[src/hw/rtl/fra_pkg.sv]
package fra_pkg;

    // Queue of retired ranges
    localparam int INFLIGHT_DEPTH = 16;
    localparam int IDX_W          = $clog2(INFLIGHT_DEPTH);
    localparam int CNT_W          = $clog2(INFLIGHT_DEPTH + 1);

    // Field widths
    localparam int OFS_W   = 25;
    localparam int ALIGN_W = 13;
    localparam int FENCE_W = 64;
    localparam int CMD_W   = 2;
    localparam int STAT_W  = 2;

    localparam logic [OFS_W-1:0] MAX_CAPACITY = 25'd16777216;

    // Request commands
    localparam logic [CMD_W-1:0] CMD_ALLOC   = 2'd0;
    localparam logic [CMD_W-1:0] CMD_RETIRE  = 2'd1;
    localparam logic [CMD_W-1:0] CMD_COLLECT = 2'd2;
    localparam logic [CMD_W-1:0] CMD_NONE    = 2'd3;

    // Result status
    localparam logic [STAT_W-1:0] ST_OK      = 2'd0;
    localparam logic [STAT_W-1:0] ST_OOM     = 2'd1;
    localparam logic [STAT_W-1:0] ST_COLLIDE = 2'd2;
    localparam logic [STAT_W-1:0] ST_FULL    = 2'd3;

    // Microprogram steps
    localparam int STEP_W = 3;
    localparam logic [STEP_W-1:0] STEP_IDLE     = 3'd0;
    localparam logic [STEP_W-1:0] STEP_ALIGN    = 3'd1;
    localparam logic [STEP_W-1:0] STEP_GRANT    = 3'd2;
    localparam logic [STEP_W-1:0] STEP_RETIRE   = 3'd3;
    localparam logic [STEP_W-1:0] STEP_COL_WAIT = 3'd4;
    localparam logic [STEP_W-1:0] STEP_COL_TEST = 3'd5;
    localparam logic [STEP_W-1:0] STEP_COL_END  = 3'd6;
    localparam logic [STEP_W-1:0] STEP_NOP      = 3'd7;

    // Branch kinds
    localparam int BR_W = 2;
    localparam logic [BR_W-1:0] BR_DISPATCH = 2'd0;  // take next request or go idle
    localparam logic [BR_W-1:0] BR_NEXT     = 2'd1;  // fall through
    localparam logic [BR_W-1:0] BR_LOOP     = 2'd2;  // pop_ok ? target : fall through

    // Datapath actions
    localparam int ACT_W = 3;
    localparam logic [ACT_W-1:0] ACT_NONE    = 3'd0;
    localparam logic [ACT_W-1:0] ACT_ALIGN   = 3'd1;
    localparam logic [ACT_W-1:0] ACT_GRANT   = 3'd2;
    localparam logic [ACT_W-1:0] ACT_RETIRE  = 3'd3;
    localparam logic [ACT_W-1:0] ACT_POP     = 3'd4;
    localparam logic [ACT_W-1:0] ACT_COLLECT = 3'd5;

    typedef struct packed {
        logic              take;
        logic              emit;
        logic [BR_W-1:0]   br;
        logic [ACT_W-1:0]  act;
        logic [STEP_W-1:0] target;
    } cw_t;

    // Sequencer to datapath
    typedef struct packed {
        logic             accept;
        logic             fire;
        logic             emit;
        logic [ACT_W-1:0] act;
    } ctl_t;

    // Datapath to sequencer
    typedef struct packed {
        logic pop_ok;
        logic out_free;
    } sts_t;

    function automatic cw_t ucode(input logic [STEP_W-1:0] step);
        cw_t cw;
        unique case (step)
            STEP_IDLE:     cw = '{1'b1, 1'b0, BR_DISPATCH, ACT_NONE,    STEP_IDLE};
            STEP_ALIGN:    cw = '{1'b0, 1'b0, BR_NEXT,     ACT_ALIGN,   STEP_IDLE};
            STEP_GRANT:    cw = '{1'b1, 1'b1, BR_DISPATCH, ACT_GRANT,   STEP_IDLE};
            STEP_RETIRE:   cw = '{1'b1, 1'b1, BR_DISPATCH, ACT_RETIRE,  STEP_IDLE};
            STEP_COL_WAIT: cw = '{1'b0, 1'b0, BR_NEXT,     ACT_NONE,    STEP_IDLE};
            STEP_COL_TEST: cw = '{1'b0, 1'b0, BR_LOOP,     ACT_POP,     STEP_COL_WAIT};
            STEP_COL_END:  cw = '{1'b1, 1'b1, BR_DISPATCH, ACT_COLLECT, STEP_IDLE};
            STEP_NOP:      cw = '{1'b1, 1'b1, BR_DISPATCH, ACT_NONE,    STEP_IDLE};
            default:       cw = '{1'b1, 1'b0, BR_DISPATCH, ACT_NONE,    STEP_IDLE};
        endcase
        return cw;
    endfunction

    function automatic logic [STEP_W-1:0] dispatch(input logic [CMD_W-1:0] cmd);
        logic [STEP_W-1:0] step;
        unique case (cmd)
            CMD_ALLOC:   step = STEP_ALIGN;
            CMD_RETIRE:  step = STEP_RETIRE;
            CMD_COLLECT: step = STEP_COL_WAIT;
            CMD_NONE:    step = STEP_NOP;
            default:     step = STEP_NOP;
        endcase
        return step;
    endfunction

    function automatic logic [IDX_W-1:0] next_idx(input logic [IDX_W-1:0] idx);
        return (idx == IDX_W'(INFLIGHT_DEPTH - 1)) ? '0 : idx + IDX_W'(1);
    endfunction

endpackage

[src/hw/rtl/fra_queue.sv]
module fra_queue (
    input  logic                          clk,
    input  logic                          wr_en,
    input  logic [fra_pkg::IDX_W-1:0]     wr_idx,
    input  logic [fra_pkg::OFS_W-1:0]     wr_end,
    input  logic [fra_pkg::FENCE_W-1:0]   wr_fence,
    input  logic [fra_pkg::IDX_W-1:0]     rd_idx,
    output logic [fra_pkg::OFS_W-1:0]     rd_end,
    output logic [fra_pkg::FENCE_W-1:0]   rd_fence
);

    logic [fra_pkg::OFS_W-1:0]   end_mem   [fra_pkg::INFLIGHT_DEPTH];
    logic [fra_pkg::FENCE_W-1:0] fence_mem [fra_pkg::INFLIGHT_DEPTH];

    always_ff @(posedge clk)
    begin
        if (wr_en)
        begin
            end_mem[wr_idx]   <= wr_end;
            fence_mem[wr_idx] <= wr_fence;
        end
    end

    // registered read of the addressed entry
    always_ff @(posedge clk)
    begin
        rd_end   <= end_mem[rd_idx];
        rd_fence <= fence_mem[rd_idx];
    end

endmodule

[src/hw/rtl/fra_dp.sv]
module fra_dp (
    input  logic                          clk,
    input  logic                          rst_n,
    input  fra_pkg::ctl_t                 ctl,
    output fra_pkg::sts_t                 sts,
    input  logic                          cfg_wr_en,
    input  logic [fra_pkg::OFS_W-1:0]     cfg_wr_data,
    input  logic [fra_pkg::OFS_W-1:0]     in_size,
    input  logic [fra_pkg::ALIGN_W-1:0]   in_align,
    input  logic [fra_pkg::FENCE_W-1:0]   in_fence,
    output logic                          out_valid,
    input  logic                          out_ready,
    output logic [fra_pkg::STAT_W-1:0]    out_status,
    output logic [fra_pkg::OFS_W-1:0]     out_offset,
    output logic [fra_pkg::OFS_W-1:0]     out_granted,
    output logic [fra_pkg::CNT_W-1:0]     out_count
);

    localparam int OW = fra_pkg::OFS_W;
    localparam int AW = fra_pkg::ALIGN_W;

    logic [OW-1:0]               cap_reg;
    logic [OW-1:0]               head_reg, head_next;
    logic [OW-1:0]               tail_reg, tail_next;
    logic [OW-1:0]               pend_end_reg, pend_end_next;
    logic                        pend_valid_reg, pend_valid_next;
    logic [fra_pkg::IDX_W-1:0]   rd_idx_reg, rd_idx_next;
    logic [fra_pkg::IDX_W-1:0]   wr_idx_reg, wr_idx_next;
    logic [fra_pkg::CNT_W-1:0]   cnt_reg, cnt_next;
    logic [OW-1:0]               size_reg;
    logic [AW-1:0]               align_reg;
    logic [fra_pkg::FENCE_W-1:0] fence_reg;
    logic [OW:0]                 aligned_reg;
    logic                        out_valid_reg;
    logic [fra_pkg::STAT_W-1:0]  status_reg, status_next;
    logic [OW-1:0]               offset_reg, offset_next;
    logic [OW-1:0]               granted_reg, granted_next;
    logic [fra_pkg::CNT_W-1:0]   count_reg;

    logic [AW-1:0]               a_m1;
    logic [OW:0]                 align_sum;
    logic [OW:0]                 aligned_c;
    logic [OW+1:0]               end_c;
    logic                        wrap;
    logic                        q_full;
    logic                        q_wr_en;
    logic                        pop_fire;
    logic [OW-1:0]               q_rd_end;
    logic [fra_pkg::FENCE_W-1:0] q_rd_fence;

    function automatic logic [fra_pkg::IDX_W-1:0] IDX_W_DIFF(
        input logic [fra_pkg::IDX_W-1:0] w,
        input logic [fra_pkg::IDX_W-1:0] r
    );
        return w - r;
    endfunction

    fra_queue u_queue (
        .clk      (clk),
        .wr_en    (q_wr_en),
        .wr_idx   (wr_idx_reg),
        .wr_end   (pend_end_reg),
        .wr_fence (fence_reg),
        .rd_idx   (rd_idx_reg),
        .rd_end   (q_rd_end),
        .rd_fence (q_rd_fence)
    );

    // Round tail up: alignment 0 acts as 1
    assign a_m1      = (align_reg == '0) ? '0 : align_reg - AW'(1);
    assign align_sum = {1'b0, tail_reg} + {{(OW + 1 - AW){1'b0}}, a_m1};
    assign aligned_c = align_sum & ~{{(OW + 1 - AW){1'b0}}, a_m1};

    assign end_c  = {1'b0, aligned_reg} + {2'b00, size_reg};
    assign wrap   = end_c > {2'b00, cap_reg};
    assign q_full = (cnt_reg == fra_pkg::CNT_W'(fra_pkg::INFLIGHT_DEPTH));

    assign sts.pop_ok   = (cnt_reg != '0) && (q_rd_fence <= fence_reg);
    assign sts.out_free = !out_valid_reg || out_ready;

    assign q_wr_en  = ctl.fire && (ctl.act == fra_pkg::ACT_RETIRE) && pend_valid_reg
                      && !q_full;
    assign pop_fire = ctl.fire && (ctl.act == fra_pkg::ACT_POP) && sts.pop_ok;

    always_comb
    begin
        head_next       = head_reg;
        tail_next       = tail_reg;
        pend_end_next   = pend_end_reg;
        pend_valid_next = pend_valid_reg;
        rd_idx_next     = rd_idx_reg;
        wr_idx_next     = wr_idx_reg;
        cnt_next        = cnt_reg;
        status_next     = fra_pkg::ST_OK;
        offset_next     = '0;
        granted_next    = '0;

        if (ctl.fire)
        begin
            case (ctl.act)
                fra_pkg::ACT_GRANT:
                begin
                    if (wrap)
                    begin
                        if (size_reg > head_reg)
                        begin
                            status_next = fra_pkg::ST_OOM;
                        end
                        else
                        begin
                            tail_next       = size_reg;
                            pend_end_next   = size_reg;
                            pend_valid_next = 1'b1;
                            granted_next    = size_reg;
                        end
                    end
                    else if (aligned_reg < {1'b0, head_reg} && end_c > {2'b00, head_reg})
                    begin
                        status_next = fra_pkg::ST_COLLIDE;
                    end
                    else
                    begin
                        tail_next       = end_c[OW-1:0];
                        pend_end_next   = end_c[OW-1:0];
                        pend_valid_next = 1'b1;
                        offset_next     = aligned_reg[OW-1:0];
                        granted_next    = size_reg;
                    end
                end
                fra_pkg::ACT_RETIRE:
                begin
                    if (pend_valid_reg)
                    begin
                        if (q_full)
                        begin
                            status_next = fra_pkg::ST_FULL;
                        end
                        else
                        begin
                            wr_idx_next     = fra_pkg::next_idx(wr_idx_reg);
                            cnt_next        = cnt_reg + fra_pkg::CNT_W'(1);
                            pend_valid_next = 1'b0;
                        end
                    end
                end
                fra_pkg::ACT_POP:
                begin
                    if (sts.pop_ok)
                    begin
                        head_next   = q_rd_end;
                        rd_idx_next = fra_pkg::next_idx(rd_idx_reg);
                        cnt_next    = cnt_reg - fra_pkg::CNT_W'(1);
                    end
                end
                fra_pkg::ACT_COLLECT:
                begin
                    if (cnt_reg == '0)
                    begin
                        head_next = '0;
                        tail_next = '0;
                    end
                end
                default:
                begin
                end
            endcase
        end
    end

    always_ff @(posedge clk or negedge rst_n)
    begin
        if (!rst_n)
        begin
            cap_reg        <= fra_pkg::MAX_CAPACITY;
            head_reg       <= '0;
            tail_reg       <= '0;
            pend_end_reg   <= '0;
            pend_valid_reg <= 1'b0;
            rd_idx_reg     <= '0;
            wr_idx_reg     <= '0;
            cnt_reg        <= '0;
            out_valid_reg  <= 1'b0;
        end
        else
        begin
            if (cfg_wr_en)
            begin
                // clamp to the largest ring
                cap_reg <= (cfg_wr_data > fra_pkg::MAX_CAPACITY) ? fra_pkg::MAX_CAPACITY
                                                                 : cfg_wr_data;
            end
            head_reg       <= head_next;
            tail_reg       <= tail_next;
            pend_end_reg   <= pend_end_next;
            pend_valid_reg <= pend_valid_next;
            rd_idx_reg     <= rd_idx_next;
            wr_idx_reg     <= wr_idx_next;
            cnt_reg        <= cnt_next;
            if (ctl.fire && ctl.emit)
            begin
                out_valid_reg <= 1'b1;
            end
            else if (out_ready)
            begin
                out_valid_reg <= 1'b0;
            end
        end
    end

    always_ff @(posedge clk)
    begin
        if (ctl.accept)
        begin
            size_reg  <= in_size;
            align_reg <= in_align;
            fence_reg <= in_fence;
        end
        if (ctl.fire && (ctl.act == fra_pkg::ACT_ALIGN))
        begin
            aligned_reg <= aligned_c;
        end
        if (ctl.fire && ctl.emit)
        begin
            status_reg  <= status_next;
            offset_reg  <= offset_next;
            granted_reg <= granted_next;
            count_reg   <= cnt_next;
        end
    end

    assign out_valid   = out_valid_reg;
    assign out_status  = status_reg;
    assign out_offset  = offset_reg;
    assign out_granted = granted_reg;
    assign out_count   = count_reg;

    a_cnt_bound: assert property (@(posedge clk) disable iff (!rst_n)
        cnt_reg <= fra_pkg::CNT_W'(fra_pkg::INFLIGHT_DEPTH))
        else $error("retire queue count beyond depth");

    a_idx_track: assert property (@(posedge clk) disable iff (!rst_n)
        cnt_reg[fra_pkg::IDX_W-1:0] == IDX_W_DIFF(wr_idx_reg, rd_idx_reg))
        else $error("queue indexes disagree with count");

    a_pop_head: assert property (@(posedge clk) disable iff (!rst_n)
        pop_fire |=> (cnt_reg == $past(cnt_reg) - fra_pkg::CNT_W'(1))
                     && (head_reg == $past(q_rd_end)))
        else $error("pop did not move head and count");

    a_empty_clear: assert property (@(posedge clk) disable iff (!rst_n)
        (ctl.fire && (ctl.act == fra_pkg::ACT_COLLECT) && (cnt_reg == '0))
        |=> (head_reg == '0) && (tail_reg == '0))
        else $error("empty collect left ring offsets");

endmodule

[src/hw/rtl/fra_seq.sv]
module fra_seq (
    input  logic                        clk,
    input  logic                        rst_n,
    input  logic                        in_valid,
    input  logic [fra_pkg::CMD_W-1:0]   in_cmd,
    output logic                        in_ready,
    input  fra_pkg::sts_t               sts,
    output fra_pkg::ctl_t               ctl
);

    logic [fra_pkg::STEP_W-1:0] upc_reg, upc_next;
    fra_pkg::cw_t               cw;
    logic                       advance;

    assign cw = fra_pkg::ucode(upc_reg);

    // a step that produces a result waits for a free output slot
    assign advance  = !cw.emit || sts.out_free;
    assign in_ready = cw.take && advance;

    assign ctl.accept = in_valid && in_ready;
    assign ctl.fire   = advance;
    assign ctl.emit   = cw.emit;
    assign ctl.act    = cw.act;

    always_comb
    begin
        unique case (cw.br)
            fra_pkg::BR_DISPATCH:
            begin
                if (!advance)
                begin
                    upc_next = upc_reg;
                end
                else if (in_valid)
                begin
                    upc_next = fra_pkg::dispatch(in_cmd);
                end
                else
                begin
                    upc_next = fra_pkg::STEP_IDLE;
                end
            end
            fra_pkg::BR_NEXT:
            begin
                upc_next = upc_reg + fra_pkg::STEP_W'(1);
            end
            fra_pkg::BR_LOOP:
            begin
                upc_next = sts.pop_ok ? cw.target : upc_reg + fra_pkg::STEP_W'(1);
            end
            default:
            begin
                upc_next = fra_pkg::STEP_IDLE;
            end
        endcase
    end

    always_ff @(posedge clk or negedge rst_n)
    begin
        if (!rst_n)
        begin
            upc_reg <= fra_pkg::STEP_IDLE;
        end
        else
        begin
            upc_reg <= upc_next;
        end
    end

endmodule

[src/hw/rtl/fenced_ring_allocator.sv]
// Steps, accept to result: allocate runs an align step and then a grant step; retire and the
// unused command finish in the step they dispatch to; collect waits for a queue read, tests the
// head entry's fence, pops and loops while it has completed, then ends. A new request is taken in
// the step that finishes the previous one; retire runs at one per cycle while the result slot is free.
// Reset (rst_n low, asynchronous): capacity returns to the maximum ring size, ring
// offsets, pending range and retire queue are emptied; queue storage is not cleared.
module fenced_ring_allocator (
    input  logic         clk,
    input  logic         rst_n,

    // Capacity register
    input  logic         cfg_wr_en,
    input  logic [24:0]  cfg_wr_data,

    // Requests
    input  logic         s_tvalid,
    output logic         s_tready,
    input  logic [103:0] s_tdata,    // size_bytes[24:0], alignment[37:25], fence_value[101:38]
    input  logic [1:0]   s_tuser,    // cmd[1:0]

    // Results
    output logic         m_tvalid,
    input  logic         m_tready,
    output logic [55:0]  m_tdata,    // offset[24:0], granted_size[49:25], in_flight_count[54:50]
    output logic [1:0]   m_tuser     // status[1:0]
);

    fra_pkg::ctl_t ctl;
    fra_pkg::sts_t sts;

    logic [fra_pkg::OFS_W-1:0]  res_offset;
    logic [fra_pkg::OFS_W-1:0]  res_granted;
    logic [fra_pkg::CNT_W-1:0]  res_count;
    logic [fra_pkg::STAT_W-1:0] res_status;

    // Sequencer: steps through the microprogram, picks the entry step from cmd,
    // loops on the collect test while the head entry's fence has completed.
    fra_seq u_seq (
        .clk      (clk),
        .rst_n    (rst_n),
        .in_valid (s_tvalid),
        .in_cmd   (s_tuser),
        .in_ready (s_tready),
        .sts      (sts),
        .ctl      (ctl)
    );

    // Datapath: ring offsets, pending range, retire queue and the result register.
    fra_dp u_dp (
        .clk         (clk),
        .rst_n       (rst_n),
        .ctl         (ctl),
        .sts         (sts),
        .cfg_wr_en   (cfg_wr_en),
        .cfg_wr_data (cfg_wr_data),
        .in_size     (s_tdata[24:0]),
        .in_align    (s_tdata[37:25]),
        .in_fence    (s_tdata[101:38]),
        .out_valid   (m_tvalid),
        .out_ready   (m_tready),
        .out_status  (res_status),
        .out_offset  (res_offset),
        .out_granted (res_granted),
        .out_count   (res_count)
    );

    // Pack result fields, low bits first; pad to whole bytes
    assign m_tdata = {1'b0, res_count, res_granted, res_offset};
    assign m_tuser = res_status;

endmodule

[config.mk]
export PLATFORM = sky130hd
export DESIGN_NAME = fenced_ring_allocator
export DESIGN_NICKNAME = d
export VERILOG_FILES = /design/src/hw/rtl/fra_pkg.sv /design/src/hw/rtl/fra_queue.sv /design/src/hw/rtl/fra_dp.sv /design/src/hw/rtl/fra_seq.sv /design/src/hw/rtl/fenced_ring_allocator.sv
export SDC_FILE = /design/constraint.sdc
export NUM_CORES = 2
export LEC_CHECK = 0
export BUFFER_PORTS_ARGS = -buffer_cell sky130_fd_sc_hd__buf_2
export CORE_MARGIN = 3
export CORE_UTILIZATION = 55
export DETAILED_ROUTE_END_ITERATION = 6
export PLACE_DENSITY = 0.77
export REMOVE_ABC_BUFFERS = 1
export SETUP_SLACK_MARGIN = 0.15
export SLEW_MARGIN = 5
export SYNTH_ARGS = -nofsm -noshare
export SYNTH_HDL_FRONTEND = slang
export SYNTH_HIERARCHICAL = 1
export SYNTH_SLANG_ARGS = --single-unit
[constraint.sdc]
create_clock -name clk -period 9.9 [get_ports clk]
set_clock_uncertainty 0.05 [all_clocks]
set_input_delay 0.495 -clock clk [delete_from_list [all_inputs] [get_ports clk]]
set_output_delay 0.495 -clock clk [all_outputs]
set_load 0.02 [all_outputs]
==> reports/qor.yml <==
syn_to_final_growth_pct: 14.17
critical_path_arrival_ns: 7.79
worstPathRequired_ns: 10.54
clockPowerShare_pct: 27.4
clk_latency_ns: 0.83
synth_top_flop_cell: "edfxtp_1"
start_kind: "flip-flop"
reg_top3: "u_dp/u_queue/fence_mem: 1024 flops, u_dp/u_queue/end_mem: 400 flops"
vias_per_cell: 6.234
dr.max_layer_used: "met5"
start_util_pct: 55.68
clock_sinks: 1816
sw_frac_of_total_pct: 32.51
fmax_mhz: 139.8
grt-ovfl-total: 0
synthCells: 3893
rsz0062_at_grt: "no"
largest_register: "u_dp/u_queue/fence_mem"
post-dp-hpwl_um: 88490
hold_ws_ns: 0.08805
switchingPower_mw: 8.033
cellPowerDensity_nw_per_um2: 298.2
ys_async_sr_fraction_pct: 6.498
port_buffers: 192
wl_met3_um: 14640
r2r_slack_ns: 2.75
hold_depth: 3
grtUsageTotal_pct: 24.66
largest_reg_flops: 1024
syn_area_sq_um: 72560
hold_viol: 0
syn_area_per_cell_sq_um: 18.64
yosysSeqAreaShare_pct: 73.12
critPathKind: "flip-flop to flip-flop"
fin_crit_ns: 7.154
cts_buffer_depth: 3
pwr-share-seq_pct: 42.9
path_max_fanout: 63
finalWirelength_um: 165900
finalCritPeriodShare_pct: 72.26
ant_nets: 0
cts_tree: "built"
ir_drop_mv: 0.2692
maxSlewViolCount: 0
num_rows: 132
core_sq_um: 130300
layout-drive-gt1-share_pct: 20.98
crit_path_end_kind: "flip-flop"
comb_power_share_pct: 29.7
grt_pass1_wl_um: 250300
grt_max_degree: 164
worstMarginPinSlew_ns: 1.253
status: "complete, no violations"
relSlewSlack_pct: 16.37
yosysUniqueCellTypes: 85
wl_met1_um: 64970
antenna_found_initial: 1
drtIter0Drc: 4068
cts_max_level: 4
avgRoutedWirePerCell_um: 26.83
wl_met2_um: 81760
die_h_um: 369.2
nets: 4639
max_cap_violations: 0
vias: 38560
internal-power_mw: 16.67
p_leak_nw: 28.51
io_pins: 196
setup_violations: 0
ys_seq_elements: 1816
gp_congestion: 0.8908
drc: 0
rr_worst_depth: 23
cts-root-buf: "clkbuf_16"
grt_pass1_vias: 39440
total_power_mw: 24.71
path_clk_slew_ns: 0.07
chipWidth_um: 369.2
cts_buffers: 175
dieArea_sq_um: 136300
first_pass_iters: 5
worstHoldPathType: "input pin to flip-flop"
synth_edf_count: 1609
ys.warnings.count: 6
-- placed cells by master, fill, tap and decap left out, types with 15 or more instances in the layout --
cell type	instances
ha_1	210
clkinv_1	26
nand2b_1	16
clkinv_2	33
mux2i_1	22
nor2_1	98
xor2_1	22
xnor2_1	27
edfxtp_1	1609
o2bb2ai_1	20
dfrtp_1	115
nand4_1	38
nor4_1	15
dlygate4sd3_1	133
a22o_1	26
inv_1	146
nor3_1	20
clkbuf_8	19
and2_1	59
clkbuf_1	34
o21ai_0	81
a211oi_1	21
mux4_2	356
a22oi_1	179
bufinv_16	16
dfxtp_1	89
buf_4	51
nand2_1	187
a21o_1	28
a21oi_1	106
clkbuf_16	176
buf_2	191
nand3_1	32
-- worst paths after layout --
check                                             start           endpoint
worst max-delay path                   u_dp/size_reg[0]   u_dp/tail_reg[7]
worst min-delay path                          cfg_wr_en   u_dp/cap_reg[24]
worst max register to register         u_dp/size_reg[0]   u_dp/tail_reg[7]
worst min register to register  u_dp/u_queue/rd_end[18]  u_dp/head_reg[18]
max in group asynchronous                         rst_n   u_dp/tail_reg[1]
min in group asynchronous                         rst_n     u_dp/out_valid
-- critical path, cell delays in order (launching register included) --
cell	delay, ns
edfxtp_1	0.43
ha_1	0.27
fa_1	0.43
a211oi_1	0.26
o21bai_1	0.16
o211ai_1	0.29
o21ai_1	0.29
o31ai_2	0.51
o21bai_1	0.10
a21oi_1	0.19
xor2_1	0.30
inv_1	0.14
ha_1	0.31
and4_1	0.21
nand3_1	0.12
nor2_1	0.12
nand3_1	0.10
o211ai_1	0.19
o221ai_4	0.15
buf_4	0.30
mux2i_4	0.25
buf_4	0.36
nor2_2	1.04
mux2_2	0.42
-- cell families (layout without fill, tap and decap cells) --
logic type / count (synthesis) / in the layout / synth area share [%]
buf+inv: 310 / 860 / 1.959
other cells: 1 / 2 / 0.005168
mux: 386 / 386 / 11.49
xor+xnor: 49 / 49 / 0.5915
fa+ha+maj: 212 / 212 / 3.676
simple gates: 553 / 553 / 3.759
compound gates: 566 / 566 / 5.401
flops: 1816 / 1816 / 73.12
-- Yosys cell counts (all sizes together) (4+ instances only) --
| cell | n | area share, % |
|---|---|---|
| clkbuf | 66 | 0.34 |
| edfxtp | 1609 | 67 |
| o2bb2ai | 20 | 0.24 |
| xor2 | 22 | 0.27 |
| nor3b | 6 | 0.062 |
| xnor2 | 27 | 0.33 |
| nor4 | 17 | 0.17 |
| nand4 | 39 | 0.34 |
| nor2b | 15 | 0.14 |
| a21o | 28 | 0.29 |
| mux4 | 356 | 11 |
| and3 | 13 | 0.11 |
| nand2b | 16 | 0.14 |
| a221o | 6 | 0.083 |
| dfxtp | 89 | 2.5 |
| o2111ai | 4 | 0.048 |
| o21a | 11 | 0.11 |
| a221oi | 5 | 0.060 |
| a211oi | 21 | 0.22 |
| mux2i | 23 | 0.33 |
| nor2 | 114 | 0.60 |
| inv | 148 | 0.77 |
| o211ai | 12 | 0.12 |
| o221ai | 4 | 0.072 |
| nor3 | 24 | 0.17 |
| mux2 | 7 | 0.11 |
| a31oi | 14 | 0.12 |
| o21bai | 9 | 0.093 |
| ha | 210 | 3.6 |
| a21boi | 5 | 0.052 |
| o21ai | 88 | 0.61 |
| and2 | 62 | 0.53 |
| nand3 | 33 | 0.23 |
| nand4b | 4 | 0.048 |
| nand3b | 7 | 0.072 |
| nand2 | 187 | 0.97 |
| a21oi | 107 | 0.74 |
| or3 | 4 | 0.034 |
| a22oi | 179 | 1.9 |
| dfrtp | 117 | 4.0 |
| buf | 96 | 0.85 |
| a22o | 26 | 0.31 |
-- layout make-up --
class	count	area (sq um)
diodes	1	2.502
clock buffers	229	4793
clock inverters	100	1177
flip-flops and latches	1816	53060
well taps	1742	2180
repair buffers	383	2830
fillers	8510	47470
multi-input cells	1767	18250
inverters	148	555.5
-- routing by layer --
layer  vias up  GRT usage (%)
met2      1937          40.13
met3       321          4.654
met4         2          7.317
met1     19800          34.40
li1      16500              -
met5         -              0
-- through the flow --
stage	util [%]	instance area [sq um]	std cells	setup slack, ns	TNS [ns]
2_1_floorplan	-	71690	3731	-5.476	-454.37
3_3_place_gp	57.96	75530	5723	2.961	0
3_5_place_dp	57.96	75530	5723	2.859	0
4_1_cts	63.57	82840	6185	2.835	0
5_1_grt	63.57	82840	6185	2.374	0
6_report	63.57	82840	6186	2.746	0
-- power by group through the flow --
stage / Clock, mW / Combinational (mW) / Sequential, mW
after floorplan: 0 / 5.81 / 10.9
after global placement: 0 / 7.02 / 10.7
after detailed placement: 0 / 7.14 / 10.8
after CTS: 6.88 / 7.28 / 10.6
after global routing: 7.19 / 7.96 / 10.7
final: 6.78 / 7.33 / 10.6
-- timing repair --
item                                    4_1_cts  5_1_grt
endpoints found under the setup margin        0        0
resized for setup                             0        0
hold buffers                                133        0
endpoints found under the hold margin       195        0
setup buffers                                 0        0
Power figures use the tool's default switching activity.
